**src/temp_sensor_sample_qualifier_core_defines.svh**
```systemverilog
// Assertion macros used by the qualifier controller.
`ifndef TEMP_SENSOR_SAMPLE_QUALIFIER_CORE_DEFINES_SVH
`define TEMP_SENSOR_SAMPLE_QUALIFIER_CORE_DEFINES_SVH

// Same-cycle implication, checked outside reset
`define TSSQ_ASSERT_IMP(label, clk, rst_n, ante, cons, msg) \
    label: assert property (@(posedge clk) disable iff (!(rst_n)) (ante) |-> (cons)) \
        else $error(msg);

// Next-cycle implication, checked outside reset
`define TSSQ_ASSERT_NXT(label, clk, rst_n, ante, cons, msg) \
    label: assert property (@(posedge clk) disable iff (!(rst_n)) (ante) |=> (cons)) \
        else $error(msg);

`endif

```
**src/tssq_pkg.sv**
```systemverilog
package tssq_pkg;

    // Default counter width in bits
    localparam int TIME_BITS_DEF = 16;

    // Register field widths
    localparam int CFG_IDX_W = 3;
    localparam int CFG_DATA_W = 16;
    localparam int TEMP_W = 12;
    localparam int FAIL_W = 8;
    localparam int MS_W = 16;

    // Temperature codes in 1/16 C
    localparam logic signed [TEMP_W-1:0] POWER_ON_VALUE = 12'sd1360;
    localparam logic signed [TEMP_W-1:0] DISCONNECTED_VALUE = -12'sd2032;
    localparam logic [FAIL_W-1:0] FAIL_MAX = 8'd255;

    // Register reset values
    localparam logic [MS_W-1:0] CONV_TIME_RST = 16'd750;
    localparam logic [MS_W-1:0] SAMPLE_INT_RST = 16'd1000;
    localparam logic [MS_W-1:0] MAX_AGE_RST = 16'd5000;
    localparam logic [FAIL_W-1:0] REINIT_RST = 8'd3;
    localparam logic signed [TEMP_W-1:0] LOW_LIMIT_RST = -12'sd320;
    localparam logic signed [TEMP_W-1:0] HIGH_LIMIT_RST = 12'sd2000;

    // Modulo unit: two quotient bits per step
    localparam int DIV_BITS_PER_STEP = 2;
    localparam int DIV_STEPS = FAIL_W / DIV_BITS_PER_STEP;
    localparam int STEP_W = $clog2(DIV_STEPS);

    typedef enum logic [CFG_IDX_W-1:0] {
        CFG_CONV_TIME  = 3'd0,
        CFG_SAMPLE_INT = 3'd1,
        CFG_MAX_AGE    = 3'd2,
        CFG_REINIT     = 3'd3,
        CFG_LOW_LIMIT  = 3'd4,
        CFG_HIGH_LIMIT = 3'd5
    } t_cfg_idx;

    typedef enum logic {
        ACT_TICK    = 1'b0,
        ACT_READING = 1'b1
    } t_action;

    typedef enum logic [1:0] {
        ST_IDLE,
        ST_EXEC,
        ST_MOD,
        ST_FINISH
    } t_state;

    // Controller to datapath
    typedef struct packed {
        logic capture;
        logic exec;
        logic div_step;
        logic load_out;
    } t_dp_cmd;

    // Datapath to controller
    typedef struct packed {
        logic rejected;
    } t_dp_status;

endpackage

```
**src/temp_sensor_sample_qualifier_core.sv**
```systemverilog
// Two-sensor temperature sample qualifier.
// Input channel (i_in_valid / o_in_ready): each item is a 1 ms tick
// (i_action = 0) or a reading (i_action = 1) for sensor i_sensor.
// Output channel (o_out_valid / i_out_ready): one result per item with the
// conversion flags, the bus reinit flag and the status of both sensors.
// Config channel (i_cfg_valid / o_cfg_ready): register index and data;
// always ready. The user must write it only while no item is in flight;
// the block itself does not enforce this. A tick or an accepted reading
// goes from the execute state to the finish state, which loads the result;
// a rejected reading first runs the modulo state, where the 2-bit-per-step
// remainder unit tests the failure count against the reinit multiple.
// The controller handles one item at a time.
// The result sits in an output register, so the next item is accepted
// while it waits; a stalled receiver holds the block in its final state
// until the register frees up.
// Reset (synchronous, active low) loads register defaults, marks a
// conversion pending, clears stored readings and failures and saturates
// the reading ages; no clearing pass is needed.
module temp_sensor_sample_qualifier_core #(
    parameter int TIME_BITS = tssq_pkg::TIME_BITS_DEF
) (
    input  logic                                 i_clk,
    input  logic                                 i_rst_n,
    input  logic                                 i_cfg_valid,
    output logic                                 o_cfg_ready,
    input  logic [tssq_pkg::CFG_IDX_W-1:0]       i_cfg_index,
    input  logic [tssq_pkg::CFG_DATA_W-1:0]      i_cfg_data,
    input  logic                                 i_in_valid,
    output logic                                 o_in_ready,
    input  logic                                 i_action,
    input  logic                                 i_sensor,
    input  logic signed [tssq_pkg::TEMP_W-1:0]   i_temperature,
    output logic                                 o_out_valid,
    input  logic                                 i_out_ready,
    output logic                                 o_start_conversion,
    output logic                                 o_read_due,
    output logic                                 o_reinit_bus,
    output logic                                 o_pot_usable,
    output logic                                 o_pot_healthy,
    output logic signed [tssq_pkg::TEMP_W-1:0]   o_pot_temperature,
    output logic [tssq_pkg::FAIL_W-1:0]          o_pot_failures,
    output logic                                 o_valve_usable,
    output logic                                 o_valve_healthy,
    output logic signed [tssq_pkg::TEMP_W-1:0]   o_valve_temperature,
    output logic [tssq_pkg::FAIL_W-1:0]          o_valve_failures
);
    import tssq_pkg::*;

    t_dp_cmd    cmd;
    t_dp_status status;

    assign o_cfg_ready = 1'b1;

    tssq_ctrl u_ctrl (
        .i_clk       (i_clk),
        .i_rst_n     (i_rst_n),
        .i_in_valid  (i_in_valid),
        .o_in_ready  (o_in_ready),
        .o_out_valid (o_out_valid),
        .i_out_ready (i_out_ready),
        .o_cmd       (cmd),
        .i_status    (status)
    );

    tssq_datapath #(
        .TIME_BITS (TIME_BITS)
    ) u_datapath (
        .i_clk               (i_clk),
        .i_rst_n             (i_rst_n),
        .i_cfg_valid         (i_cfg_valid),
        .i_cfg_index         (i_cfg_index),
        .i_cfg_data          (i_cfg_data),
        .i_action            (i_action),
        .i_sensor            (i_sensor),
        .i_temperature       (i_temperature),
        .i_cmd               (cmd),
        .o_status            (status),
        .o_start_conversion  (o_start_conversion),
        .o_read_due          (o_read_due),
        .o_reinit_bus        (o_reinit_bus),
        .o_pot_usable        (o_pot_usable),
        .o_pot_healthy       (o_pot_healthy),
        .o_pot_temperature   (o_pot_temperature),
        .o_pot_failures      (o_pot_failures),
        .o_valve_usable      (o_valve_usable),
        .o_valve_healthy     (o_valve_healthy),
        .o_valve_temperature (o_valve_temperature),
        .o_valve_failures    (o_valve_failures)
    );

endmodule

```
**src/tssq_ctrl.sv**
```systemverilog
`include "temp_sensor_sample_qualifier_core_defines.svh"

module tssq_ctrl (
    input  logic                 i_clk,
    input  logic                 i_rst_n,
    input  logic                 i_in_valid,
    output logic                 o_in_ready,
    output logic                 o_out_valid,
    input  logic                 i_out_ready,
    output tssq_pkg::t_dp_cmd    o_cmd,
    input  tssq_pkg::t_dp_status i_status
);
    import tssq_pkg::*;

    t_state              r_state, n_state;
    logic [STEP_W-1:0]   r_step, n_step;
    logic                r_out_valid, n_out_valid;
    logic                out_free;

    assign out_free = !r_out_valid || i_out_ready;

    // Next state
    always_comb begin
        n_state = r_state;
        unique case (r_state)
            ST_IDLE: begin
                if (i_in_valid) n_state = ST_EXEC;
            end
            ST_EXEC: begin
                n_state = i_status.rejected ? ST_MOD : ST_FINISH;
            end
            ST_MOD: begin
                if (r_step == STEP_W'(DIV_STEPS - 1)) n_state = ST_FINISH;
            end
            ST_FINISH: begin
                if (out_free) n_state = ST_IDLE;
            end
            default: n_state = ST_IDLE;
        endcase
    end

    // Outputs and datapath commands
    always_comb begin
        o_cmd = '0;
        o_in_ready = 1'b0;
        n_step = r_step;
        unique case (r_state)
            ST_IDLE: begin
                o_in_ready = 1'b1;
                o_cmd.capture = i_in_valid;
            end
            ST_EXEC: begin
                o_cmd.exec = 1'b1;
                n_step = '0;
            end
            ST_MOD: begin
                o_cmd.div_step = 1'b1;
                n_step = r_step + STEP_W'(1);
            end
            ST_FINISH: begin
                o_cmd.load_out = out_free;
            end
            default: begin
                o_in_ready = 1'b0;
            end
        endcase
    end

    // Output valid flag
    always_comb begin
        n_out_valid = r_out_valid;
        if (o_cmd.load_out) n_out_valid = 1'b1;
        else if (i_out_ready) n_out_valid = 1'b0;
    end

    assign o_out_valid = r_out_valid;

    always_ff @(posedge i_clk) begin
        if (!i_rst_n) begin
            r_state <= ST_IDLE;
            r_step <= '0;
            r_out_valid <= 1'b0;
        end else begin
            r_state <= n_state;
            r_step <= n_step;
            r_out_valid <= n_out_valid;
        end
    end

    `TSSQ_ASSERT_NXT(a_accept_exec, i_clk, i_rst_n, i_in_valid && o_in_ready, r_state == ST_EXEC, "accepted item did not start execution")
    `TSSQ_ASSERT_IMP(a_no_overwrite, i_clk, i_rst_n, o_cmd.load_out, !r_out_valid || i_out_ready, "pending result overwritten")
    `TSSQ_ASSERT_NXT(a_good_skip_mod, i_clk, i_rst_n, r_state == ST_EXEC && !i_status.rejected, r_state == ST_FINISH, "modulo run on an accepted item")

endmodule

```
**src/tssq_datapath.sv**
```systemverilog
module tssq_datapath #(
    parameter int TIME_BITS = tssq_pkg::TIME_BITS_DEF
) (
    input  logic                                 i_clk,
    input  logic                                 i_rst_n,
    input  logic                                 i_cfg_valid,
    input  logic [tssq_pkg::CFG_IDX_W-1:0]       i_cfg_index,
    input  logic [tssq_pkg::CFG_DATA_W-1:0]      i_cfg_data,
    input  logic                                 i_action,
    input  logic                                 i_sensor,
    input  logic signed [tssq_pkg::TEMP_W-1:0]   i_temperature,
    input  tssq_pkg::t_dp_cmd                    i_cmd,
    output tssq_pkg::t_dp_status                 o_status,
    output logic                                 o_start_conversion,
    output logic                                 o_read_due,
    output logic                                 o_reinit_bus,
    output logic                                 o_pot_usable,
    output logic                                 o_pot_healthy,
    output logic signed [tssq_pkg::TEMP_W-1:0]   o_pot_temperature,
    output logic [tssq_pkg::FAIL_W-1:0]          o_pot_failures,
    output logic                                 o_valve_usable,
    output logic                                 o_valve_healthy,
    output logic signed [tssq_pkg::TEMP_W-1:0]   o_valve_temperature,
    output logic [tssq_pkg::FAIL_W-1:0]          o_valve_failures
);
    import tssq_pkg::*;

    // Compare width covers both the counters and the 16-bit thresholds
    localparam int CW = (TIME_BITS > MS_W) ? TIME_BITS : MS_W;

    // Configuration registers
    logic [MS_W-1:0]          r_conv_time, r_sample_int, r_max_age;
    logic [FAIL_W-1:0]        r_reinit_after;
    logic signed [TEMP_W-1:0] r_low_limit, r_high_limit;

    // Block state
    logic                     r_pending;
    logic [TIME_BITS-1:0]     r_elapsed;
    logic signed [TEMP_W-1:0] r_last_good [2];
    logic [TIME_BITS-1:0]     r_age [2];
    logic                     r_has_good [2];
    logic [FAIL_W-1:0]        r_fail [2];

    // Captured item and per-item flags
    logic                     r_action, r_sensor;
    logic signed [TEMP_W-1:0] r_temp;
    logic                     r_rejected, r_start, r_due;

    // Modulo unit
    logic [FAIL_W:0]          r_rem, n_rem;
    logic [FAIL_W-1:0]        r_dvd, n_dvd;

    // Tick arithmetic
    logic [TIME_BITS-1:0]     elapsed_inc;
    logic [TIME_BITS-1:0]     age_inc [2];
    logic                     tick_due, tick_pend, tick_start;

    // Reading qualification
    logic                     qual;
    logic [FAIL_W-1:0]        fail_next;

    // Status for output
    logic                     usable [2];

    assign elapsed_inc = (r_elapsed == '1) ? r_elapsed : r_elapsed + TIME_BITS'(1);

    always_comb begin
        for (int s = 0; s < 2; s++) begin
            age_inc[s] = (r_age[s] == '1) ? r_age[s] : r_age[s] + TIME_BITS'(1);
        end
    end

    // Conversion scheduling on a tick
    always_comb begin
        tick_due = r_pending && (CW'(elapsed_inc) >= CW'(r_conv_time));
        tick_pend = r_pending && !tick_due;
        tick_start = !tick_pend && (CW'(elapsed_inc) >= CW'(r_sample_int));
    end

    // Limit check, disconnect code, power-on code before the first good value
    always_comb begin
        qual = (r_temp != DISCONNECTED_VALUE) && (r_temp >= r_low_limit)
            && (r_temp <= r_high_limit)
            && (r_has_good[r_sensor] || (r_temp != POWER_ON_VALUE));
        fail_next = (r_fail[r_sensor] < FAIL_MAX) ? r_fail[r_sensor] + FAIL_W'(1)
                                                 : r_fail[r_sensor];
    end

    assign o_status.rejected = (r_action == ACT_READING) && !qual;

    // Restoring remainder, two dividend bits per step
    always_comb begin
        n_rem = r_rem;
        n_dvd = r_dvd;
        for (int i = 0; i < DIV_BITS_PER_STEP; i++) begin
            n_rem = {n_rem[FAIL_W-1:0], n_dvd[FAIL_W-1]};
            n_dvd = {n_dvd[FAIL_W-2:0], 1'b0};
            if (n_rem >= {1'b0, r_reinit_after}) n_rem = n_rem - {1'b0, r_reinit_after};
        end
    end

    // Configuration writes
    always_ff @(posedge i_clk) begin
        if (!i_rst_n) begin
            r_conv_time <= CONV_TIME_RST;
            r_sample_int <= SAMPLE_INT_RST;
            r_max_age <= MAX_AGE_RST;
            r_reinit_after <= REINIT_RST;
            r_low_limit <= LOW_LIMIT_RST;
            r_high_limit <= HIGH_LIMIT_RST;
        end else if (i_cfg_valid) begin
            unique case (i_cfg_index)
                CFG_CONV_TIME:  r_conv_time <= i_cfg_data;
                CFG_SAMPLE_INT: r_sample_int <= i_cfg_data;
                CFG_MAX_AGE:    r_max_age <= i_cfg_data;
                CFG_REINIT:     r_reinit_after <= i_cfg_data[FAIL_W-1:0];
                CFG_LOW_LIMIT:  r_low_limit <= i_cfg_data[TEMP_W-1:0];
                CFG_HIGH_LIMIT: r_high_limit <= i_cfg_data[TEMP_W-1:0];
                default: ;
            endcase
        end
    end

    // Item capture
    always_ff @(posedge i_clk) begin
        if (i_cmd.capture) begin
            r_action <= i_action;
            r_sensor <= i_sensor;
            r_temp <= i_temperature;
        end
    end

    // State update for one item
    always_ff @(posedge i_clk) begin
        if (!i_rst_n) begin
            r_pending <= 1'b1;
            r_elapsed <= '0;
            r_rejected <= 1'b0;
            r_start <= 1'b0;
            r_due <= 1'b0;
            for (int s = 0; s < 2; s++) begin
                r_last_good[s] <= '0;
                r_age[s] <= '1;
                r_has_good[s] <= 1'b0;
                r_fail[s] <= '0;
            end
        end else if (i_cmd.exec) begin
            r_rejected <= o_status.rejected;
            if (r_action == ACT_TICK) begin
                r_due <= tick_due;
                r_start <= tick_start;
                r_pending <= tick_pend || tick_start;
                r_elapsed <= tick_start ? '0 : elapsed_inc;
                for (int s = 0; s < 2; s++) r_age[s] <= age_inc[s];
            end else begin
                r_due <= 1'b0;
                r_start <= 1'b0;
                if (qual) begin
                    r_last_good[r_sensor] <= r_temp;
                    r_age[r_sensor] <= '0;
                    r_fail[r_sensor] <= '0;
                    r_has_good[r_sensor] <= 1'b1;
                end else begin
                    r_fail[r_sensor] <= fail_next;
                end
            end
        end
    end

    // Modulo unit registers
    always_ff @(posedge i_clk) begin
        if (i_cmd.exec) begin
            r_rem <= '0;
            r_dvd <= fail_next;
        end else if (i_cmd.div_step) begin
            r_rem <= n_rem;
            r_dvd <= n_dvd;
        end
    end

    // Sensor status
    always_comb begin
        for (int s = 0; s < 2; s++) begin
            usable[s] = r_has_good[s] && (CW'(r_age[s]) <= CW'(r_max_age));
        end
    end

    // Result register
    always_ff @(posedge i_clk) begin
        if (i_cmd.load_out) begin
            o_start_conversion <= r_start;
            o_read_due <= r_due;
            o_reinit_bus <= r_rejected && (r_reinit_after != '0) && (r_rem == '0);
            o_pot_usable <= usable[0];
            o_pot_healthy <= usable[0] && (r_fail[0] == '0);
            o_pot_temperature <= usable[0] ? r_last_good[0] : '0;
            o_pot_failures <= r_fail[0];
            o_valve_usable <= usable[1];
            o_valve_healthy <= usable[1] && (r_fail[1] == '0);
            o_valve_temperature <= usable[1] ? r_last_good[1] : '0;
            o_valve_failures <= r_fail[1];
        end
    end

endmodule
```
**config.mk**
```make
export PLATFORM = sky130hd
export DESIGN_NAME = temp_sensor_sample_qualifier_core
export DESIGN_NICKNAME = d
export VERILOG_FILES = /design/src/tssq_pkg.sv /design/src/temp_sensor_sample_qualifier_core.sv /design/src/tssq_ctrl.sv /design/src/tssq_datapath.sv
export VERILOG_INCLUDE_DIRS = /design/src /design/src/src
export SDC_FILE = /design/constraint.sdc
export NUM_CORES = 1
export LEC_CHECK = 0
export CORE_MARGIN = 2
export CORE_UTILIZATION = 36
export DETAILED_ROUTE_END_ITERATION = 10
export DONT_BUFFER_PORTS = 1
export GPL_ROUTABILITY_DRIVEN = 0
export HOLD_SLACK_MARGIN = 0.15
export RECOVER_POWER = 25
export SYNTH_ARGS = -nofsm -noshare
export SYNTH_HDL_FRONTEND = slang
export SYNTH_SLANG_ARGS = --single-unit
```
**constraint.sdc**
```tcl
create_clock -name i_clk -period 3.63 [get_ports i_clk]
set_input_delay 0.363 -clock i_clk [delete_from_list [all_inputs] [get_ports i_clk]]
set_output_delay 0.363 -clock i_clk [all_outputs]
set_load 0.02 [all_outputs]
```
==> results summary, run 1 <==
The tightest min-delay check is of the input port to flip-flop type. The length of the first detailed-routing pass in iterations came out at 5. The standard cell area after detailed placement came out at 0.0146 mm2. Summing every instance area after synthesis gives between 0.01 and 0.015 mm2.

The ratio of total power to cell area came out at 705 mW/mm2. The floorplan step defined a core boundary enclosing about 0.037 mm2. The count of placed standard cells in the final layout, fillers left out is ~2100. Setup violations remaining at the end of the flow were counted as 0. In the layout the commonest cells are 191 x sky130_fd_sc_hd__nand2_1, 137 x sky130_fd_sc_hd__dfxtp_1, 109 x sky130_fd_sc_hd__edfxtp_1, 105 x sky130_fd_sc_hd__ha_1, 104 x sky130_fd_sc_hd__inv_1. The final worst-path cycle share came out at ~100%. The post-synthesis cell count is about 1400.

The number of port buffers came out at 0. The floorplan has just over 70 rows. The CTS sink count is 258. On the final layout, the worst clock skew is approximately 0.022 ns.

The logic gate share of total power came out at 39.9%. In the final routed layout, each cell accounts on average for 17.0 um. Sequential elements use 46.2% of the synthesized area. The fraction of layout instances using a drive strength above 1 came out at 15.9%. The reported max-cap violation count came out at 0. The final max-slew violation count came out at 0. The number of buffers between clock root and the deepest sink came out at 3. TritonCTS built the clock tree. The clock edge transition at the registers on the reported setup and hold paths came out at around 0.070 ns. The number of global-route vias before repair is approximately 10000.

The overall die height is 198 um. For this design the total switching power over the nets is 4.07 mW. The global router's overall resource usage came out at between 10% and 20%. The internal power is 7.60 mW. The post-route antenna net violation count is 0.

The worst setup path is captured at a flip-flop. The net total in the final layout came out at approximately 1700. In this run the critical register-to-register path is captured at u_datapath.r_rem[1]. The DRC violations left is 0. The proportion of synthesized flip-flops having asynchronous set or reset came out at 0%.

The via-per-instance ratio came out at a little over 5. The transition time of the tightest slew-check pin came out at about 1.2 ns. In this run the most critical hold path is launched from i_rst_n.

The total die area came out at ~0.039 mm2. The required time of the critical path came out at between 4 and 5 ns. The count of final hold-check violations is 0. STA classifies the critical path startpoint as a flip-flop.

Entering global routing, the biggest net connects roughly 130 pins. The switching share of total power is between 30% and 40%. The starting utilization of the core area came out at a little over a third. Fill cells in the final layout number approximately 3600. The sequential power share is 33.0%. The number of storage elements in the synthesis netlist came out at between 200 and 300. The final instance area came out at roughly 0.017 mm2. Along the worst path, the maximum fanout reaches 8. In this run the count of I/O pins placed on the die edge is 88. The static leakage came out at 6.64 nW.

The maximum level of the CTS H-tree came out at 1. The area used by multi-input combinational logic is 0.00704 mm2. STA puts the critical path data arrival time at ~4.1 ns. Setup repair after global routing could not meet its margin everywhere.

Dividing the synthesized area by the synthesized cell count gives 9.67 um2. The area growth from synthesis to layout is 22.2%. The first routing iteration left about 580 violations. The detailed-route wire length is roughly 35 mm. The cell count after placement is between 1500 and 2000. The synthesized design contains 109 enable-type register cells. The start point of the critical path is u_datapath.r_reinit_after[6].

The antenna cell count is 0. The highest clock frequency the design can meet came out at about 280 MHz. The part of the power in the clock network came out at between 20% and 30%. For this block, the via count after detailed routing is 10300. The flow ran to the end, and the final reports show no timing, DRC or antenna violations. Following the worst setup path forward leads to its endpoint at u_datapath.r_rem[1]. The die width is 198 um. Leaving out fill and tap cells, the most frequent cell in the layout is sky130_fd_sc_hd__nand2_1. The HPWL after detailed placement is between 20 and 25 mm. The number of clock buffers added by TritonCTS is 28.

The relative max-transition margin is a little over 20%. Across all register-to-register paths, the minimum setup slack is approximately 0.016 ns. The number of distinct library cells after synthesis came out at ~80. The sequential cells in the finished layout cover a total of 0.00627 mm2. Counting every net in the synthesized netlist gives about 1600. The worst-case reg-to-reg path depth came out at 14. The startpoint identified for the worst register-to-register timing path is u_datapath.r_reinit_after[6]. The number of antenna violations at the first check in global routing was 1.

The setup path with the least slack is of type flip-flop to flip-flop. Yosys printed 0 warnings. In the synthesized netlist the dominant register cell turns out to be sky130_fd_sc_hd__dfxtp_1. CTS placed an instance of sky130_fd_sc_hd__clkbuf_16 at the clock tree root. The final critical path time including I/O delays and setup is 3.61 ns. The remaining global-route overflow is 0. The source-to-sink clock delay at the later pin of the worst-skew pair came out at around 0.56 ns. The wire length of the first global-routing pass came out at around 55 mm.

The peak supply drop is 0.373 mV.
[cells by family after synthesis]
logic type	count (synthesis)	share of synthesized area, %
AND/OR/NAND/NOR	505	18.4
XOR/XNOR	59	3.82
buffers and inverters	154	4.54
adder cells (fa/ha/maj)	115	10.7
multiplexers	27	2.13
AO/OA/AOI/OAI	282	14.2
flip-flops	258	46.2
other	1	0.0277
[layer usage]
metal | vias up | part of all wire (%) | GRT usage [%]
met1 | 4891 | 47 | 24.7
met4 | 2 | 1.9 | 4.43
li1 | 5180 | - | -
met2 | 226 | 46 | 29.1
met3 | 42 | 4.8 | 2.84
met5 | - | 0.037 | 0
[registers in the layout (all words and copies together), names as in the netlist, 2 cells and up, named ones only]
| signal | count |
|---|---|
| u_ctrl.r_state | 2 |
| u_ctrl.r_step | 2 |
| u_datapath.o_pot_failures | 8 |
| u_datapath.o_pot_temperature | 12 |
| u_datapath.o_valve_failures | 8 |
| u_datapath.o_valve_temperature | 12 |
| u_datapath.r_age | 32 |
| u_datapath.r_conv_time | 16 |
| u_datapath.r_dvd | 8 |
| u_datapath.r_elapsed | 16 |
| u_datapath.r_fail | 16 |
| u_datapath.r_has_good | 2 |
| u_datapath.r_high_limit | 12 |
| u_datapath.r_last_good | 24 |
| u_datapath.r_low_limit | 12 |
| u_datapath.r_max_age | 16 |
| u_datapath.r_reinit_after | 8 |
| u_datapath.r_rem | 9 |
| u_datapath.r_sample_int | 16 |
| u_datapath.r_temp | 12 |
[synth_stat cells, drive strengths merged, types with 23 or more instances]
master / number / area [um2]
nor2b: 23 / 144
xnor2: 32 / 280
o21ai: 41 / 209
dfxtp: 149 / 2980
nand2: 192 / 721
edfxtp: 109 / 3270
a21boi: 51 / 383
clkbuf: 33 / 135
o211ai: 35 / 277
nand3: 40 / 200
and2: 54 / 338
a21oi: 74 / 378
ha: 113 / 1410
xor2: 27 / 236
nor2: 81 / 307
inv: 108 / 405
[repair_timing]
item	4_1_cts	5_1_grt
setup buffers	10	17
endpoints found under the setup margin	22	27
hold buffers	37	0
pin swaps	23	41
hold endpoints to repair	144	0
gates cloned	0	1
gates resized for setup	26	67
[critical path, stage by stage, from the launching register on]
cell	delay, ns
sky130_fd_sc_hd__dfxtp_2	0.33
sky130_fd_sc_hd__inv_2	0.05
sky130_fd_sc_hd__ha_4	0.23
sky130_fd_sc_hd__a21o_4	0.21
sky130_fd_sc_hd__a211o_1	0.32
sky130_fd_sc_hd__nor2_2	0.10
sky130_fd_sc_hd__or2_4	0.19
sky130_fd_sc_hd__mux2_4	0.33
sky130_fd_sc_hd__ha_4	0.16
sky130_fd_sc_hd__or4_1	0.52
sky130_fd_sc_hd__o22a_1	0.28
sky130_fd_sc_hd__a21oi_4	0.20
sky130_fd_sc_hd__o211ai_4	0.12
sky130_fd_sc_hd__and3_4	0.21
sky130_fd_sc_hd__a311o_1	0.25
[power by group through the flow]
stage               clock, mW  sequential (mW)  combinational [mW]
finish                   3.16             3.85                4.66
global route             3.32             3.89                5.16
CTS                      3.21             3.84                4.33
detailed placement          0             3.90                4.11
global placement            0             3.89                4.03
floorplan                   0             3.77                3.07
[worst min path at each step]
stage | cells after the start | to
3_5_place_dp | 2 | u_datapath.r_low_limit[4]
2_1_floorplan | 0 | u_datapath.o_read_due
6_report | 2 | u_datapath.r_rejected
3_3_place_gp | 2 | u_datapath.r_low_limit[1]
4_1_cts | 2 | u_datapath.r_rejected
5_1_grt | 2 | u_datapath.r_rejected
[through the flow]
stage          utilization [%]  worst slack, ns  TNS, ns  hold slack [ns]  power, mW
2_1_floorplan                -          0.00870        0            0.408       6.84
3_3_place_gp              39.0          -0.0111  -0.0375            0.450       7.93
3_5_place_dp              39.0           -0.101   -0.459            0.458       8.01
4_1_cts                   43.2         0.000802        0            0.151       11.4
5_1_grt                   44.2           -0.113    -1.40            0.212       12.4
6_report                  44.2           0.0158        0            0.183       11.7
[layout make-up]
type / instances / share of cell area (%)
clock buffer: 37 / 4.87
clock inverter: 15 / 1.39
inverter: 108 / 2.45
multi-input combinational: 989 / 42.5
sequential: 258 / 37.9
tap: 511 / 3.86
timing repair buffer: 137 / 6.97
Power figures use the tool's default switching activity.
==> inputs of run 2 (changes only) <==
- GPL_ROUTABILITY_DRIVEN: 0 -> unset
- PLACE_DENSITY_LB_ADDON: unset -> 0.12
==> results summary, run 2 (synthesis results as in run 1) <==
The final instance area is 0.0177 mm2 (was 0.0165 mm2). The total die area is 0.0392 mm2 (unchanged). The source-to-sink clock delay at the later pin of the worst-skew pair came out at 0.58 ns (was 0.56 ns). The commonest non-fill, non-tap cell in the layout is sky130_fd_sc_hd__nand2_1 (unchanged). The CTS tree is built (unchanged). The die width is 198 um (unchanged). The end point of the critical path is u_datapath.r_rem[6] (was u_datapath.r_rem[1]). The final critical path time including I/O delays and setup was 3.58 ns (was 3.61 ns).

CP cell instances: inv_2, ha_4, a21o_4, a211o_1, nor2_2, or2_4, mux2_4, ha_4, or4_1, o22a_1, a21oi_4, o211ai_4, buf_6, o311a_1 (was inv_2, ha_4, a21o_4, a211o_1, nor2_2, or2_4, mux2_4, ha_4, or4_1, o22a_1, a21oi_4, o211ai_4, and3_4, a311o_1). The highest clock frequency the design can meet was 279 MHz (was 277 MHz). The length of the first detailed-routing pass in iterations came out at 5 (unchanged). The area added between synthesis and finish came to 30.8% (was 22.2%). Most used cells in the layout excluding fill and tap cells: 191 x sky130_fd_sc_hd__nand2_1, 157 x sky130_fd_sc_hd__dlygate4sd3_1, 134 x sky130_fd_sc_hd__dfxtp_1, 109 x sky130_fd_sc_hd__edfxtp_1, 107 x sky130_fd_sc_hd__ha_1 (was 191 x sky130_fd_sc_hd__nand2_1, 137 x sky130_fd_sc_hd__dfxtp_1, 109 x sky130_fd_sc_hd__edfxtp_1, 105 x sky130_fd_sc_hd__ha_1, 104 x sky130_fd_sc_hd__inv_1). The CTS sink count came to 258 (unchanged).

The wire length of the first global-routing pass came out at 58.8 mm (was 55.5 mm). The worst-case reg-to-reg path depth is 14 (unchanged). The static leakage came to 7.12 nW (was 6.64 nW). The via-per-instance ratio is 4.93 (was 5.03). The arrival time reported for the critical path endpoint is 4.05 ns (about the same). The post-detailed-placement half-perimeter wirelength is 25.7 mm (was 24.9 mm). The maximum level of the CTS H-tree came out at 1 (unchanged). The post-detailed-route wirelength per cell came to 16.9 um (was 17.0 um). The overall die height came out at 198 um (unchanged). The required time of the critical path came out at 4.10 ns (was 4.06 ns). The category of cells accounting for the largest share of critical-path delay was compound AO/OA/AOI/OAI gates (unchanged). The cell count after placement is 1946 (was 1938). Largest registers: u_datapath.r_age (32), u_datapath.r_last_good (24) (unchanged). The classification of the worst setup path is flip-flop to flip-flop (unchanged). The net total in the final layout was 1800 (was 1675). The final worst-path cycle share is 98.7% (was 99.6%).

The class of the most critical hold timing path was input port to flip-flop (unchanged). The cell row count is 71 (unchanged). The final worst-path setup slack is 0.0464 ns (was 0.0158 ns).

The count of final hold-check violations came to 0 (unchanged). The clock skew is 0.00810 ns (was 0.0224 ns). The standard cell area after detailed placement is 0.0147 mm2 (was 0.0146 mm2). The worst-case setup slack after placement was -0.322 ns (was -0.101 ns).

Outcome: complete, no violations (unchanged). The maximum net fanout on the critical path is 7 (was 8). The largest register by flop count is u_datapath.r_age (unchanged). The startpoint of the most critical register-to-register path is u_datapath.r_reinit_after[6] (unchanged). Routability-driven placement finished with a final weighted congestion of roughly 0.9.

The ratio of total power to cell area came out at 677 mW/mm2 (was 705 mW/mm2). The final max-slew violation count came out at 0 (unchanged). The starting utilization of the core area is 36.2% (unchanged). The count of final setup violators came out at 0 (unchanged).

The number of instances on the worst hold path came out at 2 (unchanged). The reported max-cap violation count is 0 (unchanged). The cell repeated most along the worst path is sky130_fd_sc_hd__ha_4 (unchanged). The fraction of layout instances using a drive strength above 1 is 14.4% (was 15.9%). The placeable core region came out at 0.0374 mm2 (unchanged).

The pin count of the biggest net entering global routing is 137 (was 129). The number of logic stages on the critical path including buffering came to 14 (unchanged). The start point of the critical path is u_datapath.r_reinit_after[6] (unchanged). The detailed-route wire length came out at 37.0 mm (was 35.0 mm). The clock edge transition at the registers on the reported setup and hold paths is 0.06 ns (was 0.07 ns). The count of placed standard cells in the final layout, fillers left out came out at 2182 (was 2055).

The post-route antenna net violation count is 0 (unchanged). The total I/O pin count is 88 (unchanged). The number of global-route vias before repair was 10800 (was 10200). The number of antenna violations at the first check in global routing is 2 (was 1). The CTS buffer count is 31 (was 28).

The CTS root buffer is sky130_fd_sc_hd__clkbuf_16 (unchanged). The launching element type of the critical path is a flip-flop (unchanged). Unrepaired setup endpoints after global routing: yes (unchanged). The antenna cell count is 0 (unchanged). The flip-flop count of the largest register, all copies and words added came out at 32 (unchanged). The critical path's largest stage delay came out at 0.52 ns (about the same). The remaining global-route overflow is 0 (unchanged). The initial detailed-routing violation count came out at 457 (was 579). The relative max-transition margin was 23.7% (was 20.4%). The number of buffers between clock root and the deepest sink is 3 (unchanged). The number of buffers and inverters on the critical path came out at 2 (was 1). The peak supply drop came out at 0.413 mV (was 0.373 mV). The via count of the routed design came out at 10800 (was 10300). The number of port buffers was 0 (unchanged).

The final core utilization came out at 47.4% (was 44.2%). The transition time of the tightest slew-check pin is 1.14 ns (was 1.19 ns). The cell with the biggest individual delay on the critical path is sky130_fd_sc_hd__or4_1 (unchanged). The DRC violations left came out at 0 (unchanged). The capture instance of the worst register-to-register path was u_datapath.r_rem[6] (was u_datapath.r_rem[1]).

The category of the worst setup path capture point is a flip-flop (unchanged). The global router's overall resource usage was 19.1% (was 17.9%). The slack of the worst reg-to-reg path is 0.05 ns (was 0.02 ns).
run 2: cell count changes in the layout (fill, tap and decap cells not counted), sizes merged:
cell / previous run / this run
dlygate4sd3: 36 / 157
bufinv: 6 / 4
clkinv: 8 / 9
inv: 108 / 110
clkbuf: 38 / 42
buf: 100 / 101
run 2: what timing repair did:
item                                    in CTS  in global routing
hold buffers                               156                  1
endpoints found under the hold margin      153                 13
resized for setup                           36                 39
setup buffers                               15                  7
pin swaps                                   29                 36
gates cloned                                 0                  0
endpoints found under the setup margin      24                 26
run 2: where the power goes:
| part | total (mW) | internal [mW] | switching [mW] |
|---|---|---|---|
| clock network | 3.20 | 1.94 | 1.27 |
| registers | 3.85 | 3.44 | 0.411 |
| logic | 4.93 | 2.45 | 2.49 |
| total | 12.0 | 7.82 | 4.16 |
run 2: worst min-delay path by stage:
| stage | start | endpoint | slack, ns |
|---|---|---|---|
| detailed placement | u_datapath.r_low_limit[1] | u_datapath.r_low_limit[1] | 0.46 |
| finish | i_rst_n | u_datapath.r_fail[0][5] | 0.18 |
| floorplan | u_datapath.r_due | u_datapath.o_read_due | 0.41 |
| global route | i_rst_n | u_datapath.r_fail[0][5] | 0.19 |
| CTS | i_rst_n | u_datapath.r_pending | -0.12 |
| global placement | u_datapath.r_low_limit[4] | u_datapath.r_low_limit[4] | 0.45 |
run 2: layer usage:
metal / GRT usage (%) / share of wire [%]
met5: 0 / 0
met1: 25.1 / 47
met3: 2.81 / 3.8
met2: 32.4 / 47
met4: 5.68 / 2.7
run 2: worst register-to-register path, stage by stage (launching register included):
cell and delay, ns:
sky130_fd_sc_hd__dfxtp_2 0.33, sky130_fd_sc_hd__inv_2 0.05, sky130_fd_sc_hd__ha_4 0.23, sky130_fd_sc_hd__a21o_4 0.21, sky130_fd_sc_hd__a211o_1 0.31, sky130_fd_sc_hd__nor2_2 0.11, sky130_fd_sc_hd__or2_4 0.19, sky130_fd_sc_hd__mux2_4 0.33
sky130_fd_sc_hd__ha_4 0.16, sky130_fd_sc_hd__or4_1 0.52, sky130_fd_sc_hd__o22a_1 0.27, sky130_fd_sc_hd__a21oi_4 0.19, sky130_fd_sc_hd__o211ai_4 0.11, sky130_fd_sc_hd__buf_6 0.17, sky130_fd_sc_hd__o311a_1 0.29
run 2: cell type report:
class / instances / area [um2]
clock buffer: 41 / 853
clock inverter: 16 / 199
fill: 3593 / 19700
inverter: 108 / 405
multi-input combinational: 989 / 6990
sequential: 258 / 6270
tap: 511 / 639
timing repair buffer: 259 / 2340
run 2: per-stage QoR:
| stage | TNS, ns | total power, mW | hold WS [ns] |
|---|---|---|---|
| detailed placement | -4.31 | 8.13 | 0.459 |
| finish | 0 | 12.0 | 0.179 |
| floorplan | 0 | 6.84 | 0.408 |
| global placement | -3.37 | 8.09 | 0.452 |
| CTS | -0.0600 | 11.8 | -0.124 |
| global route | -0.989 | 12.8 | 0.186 |
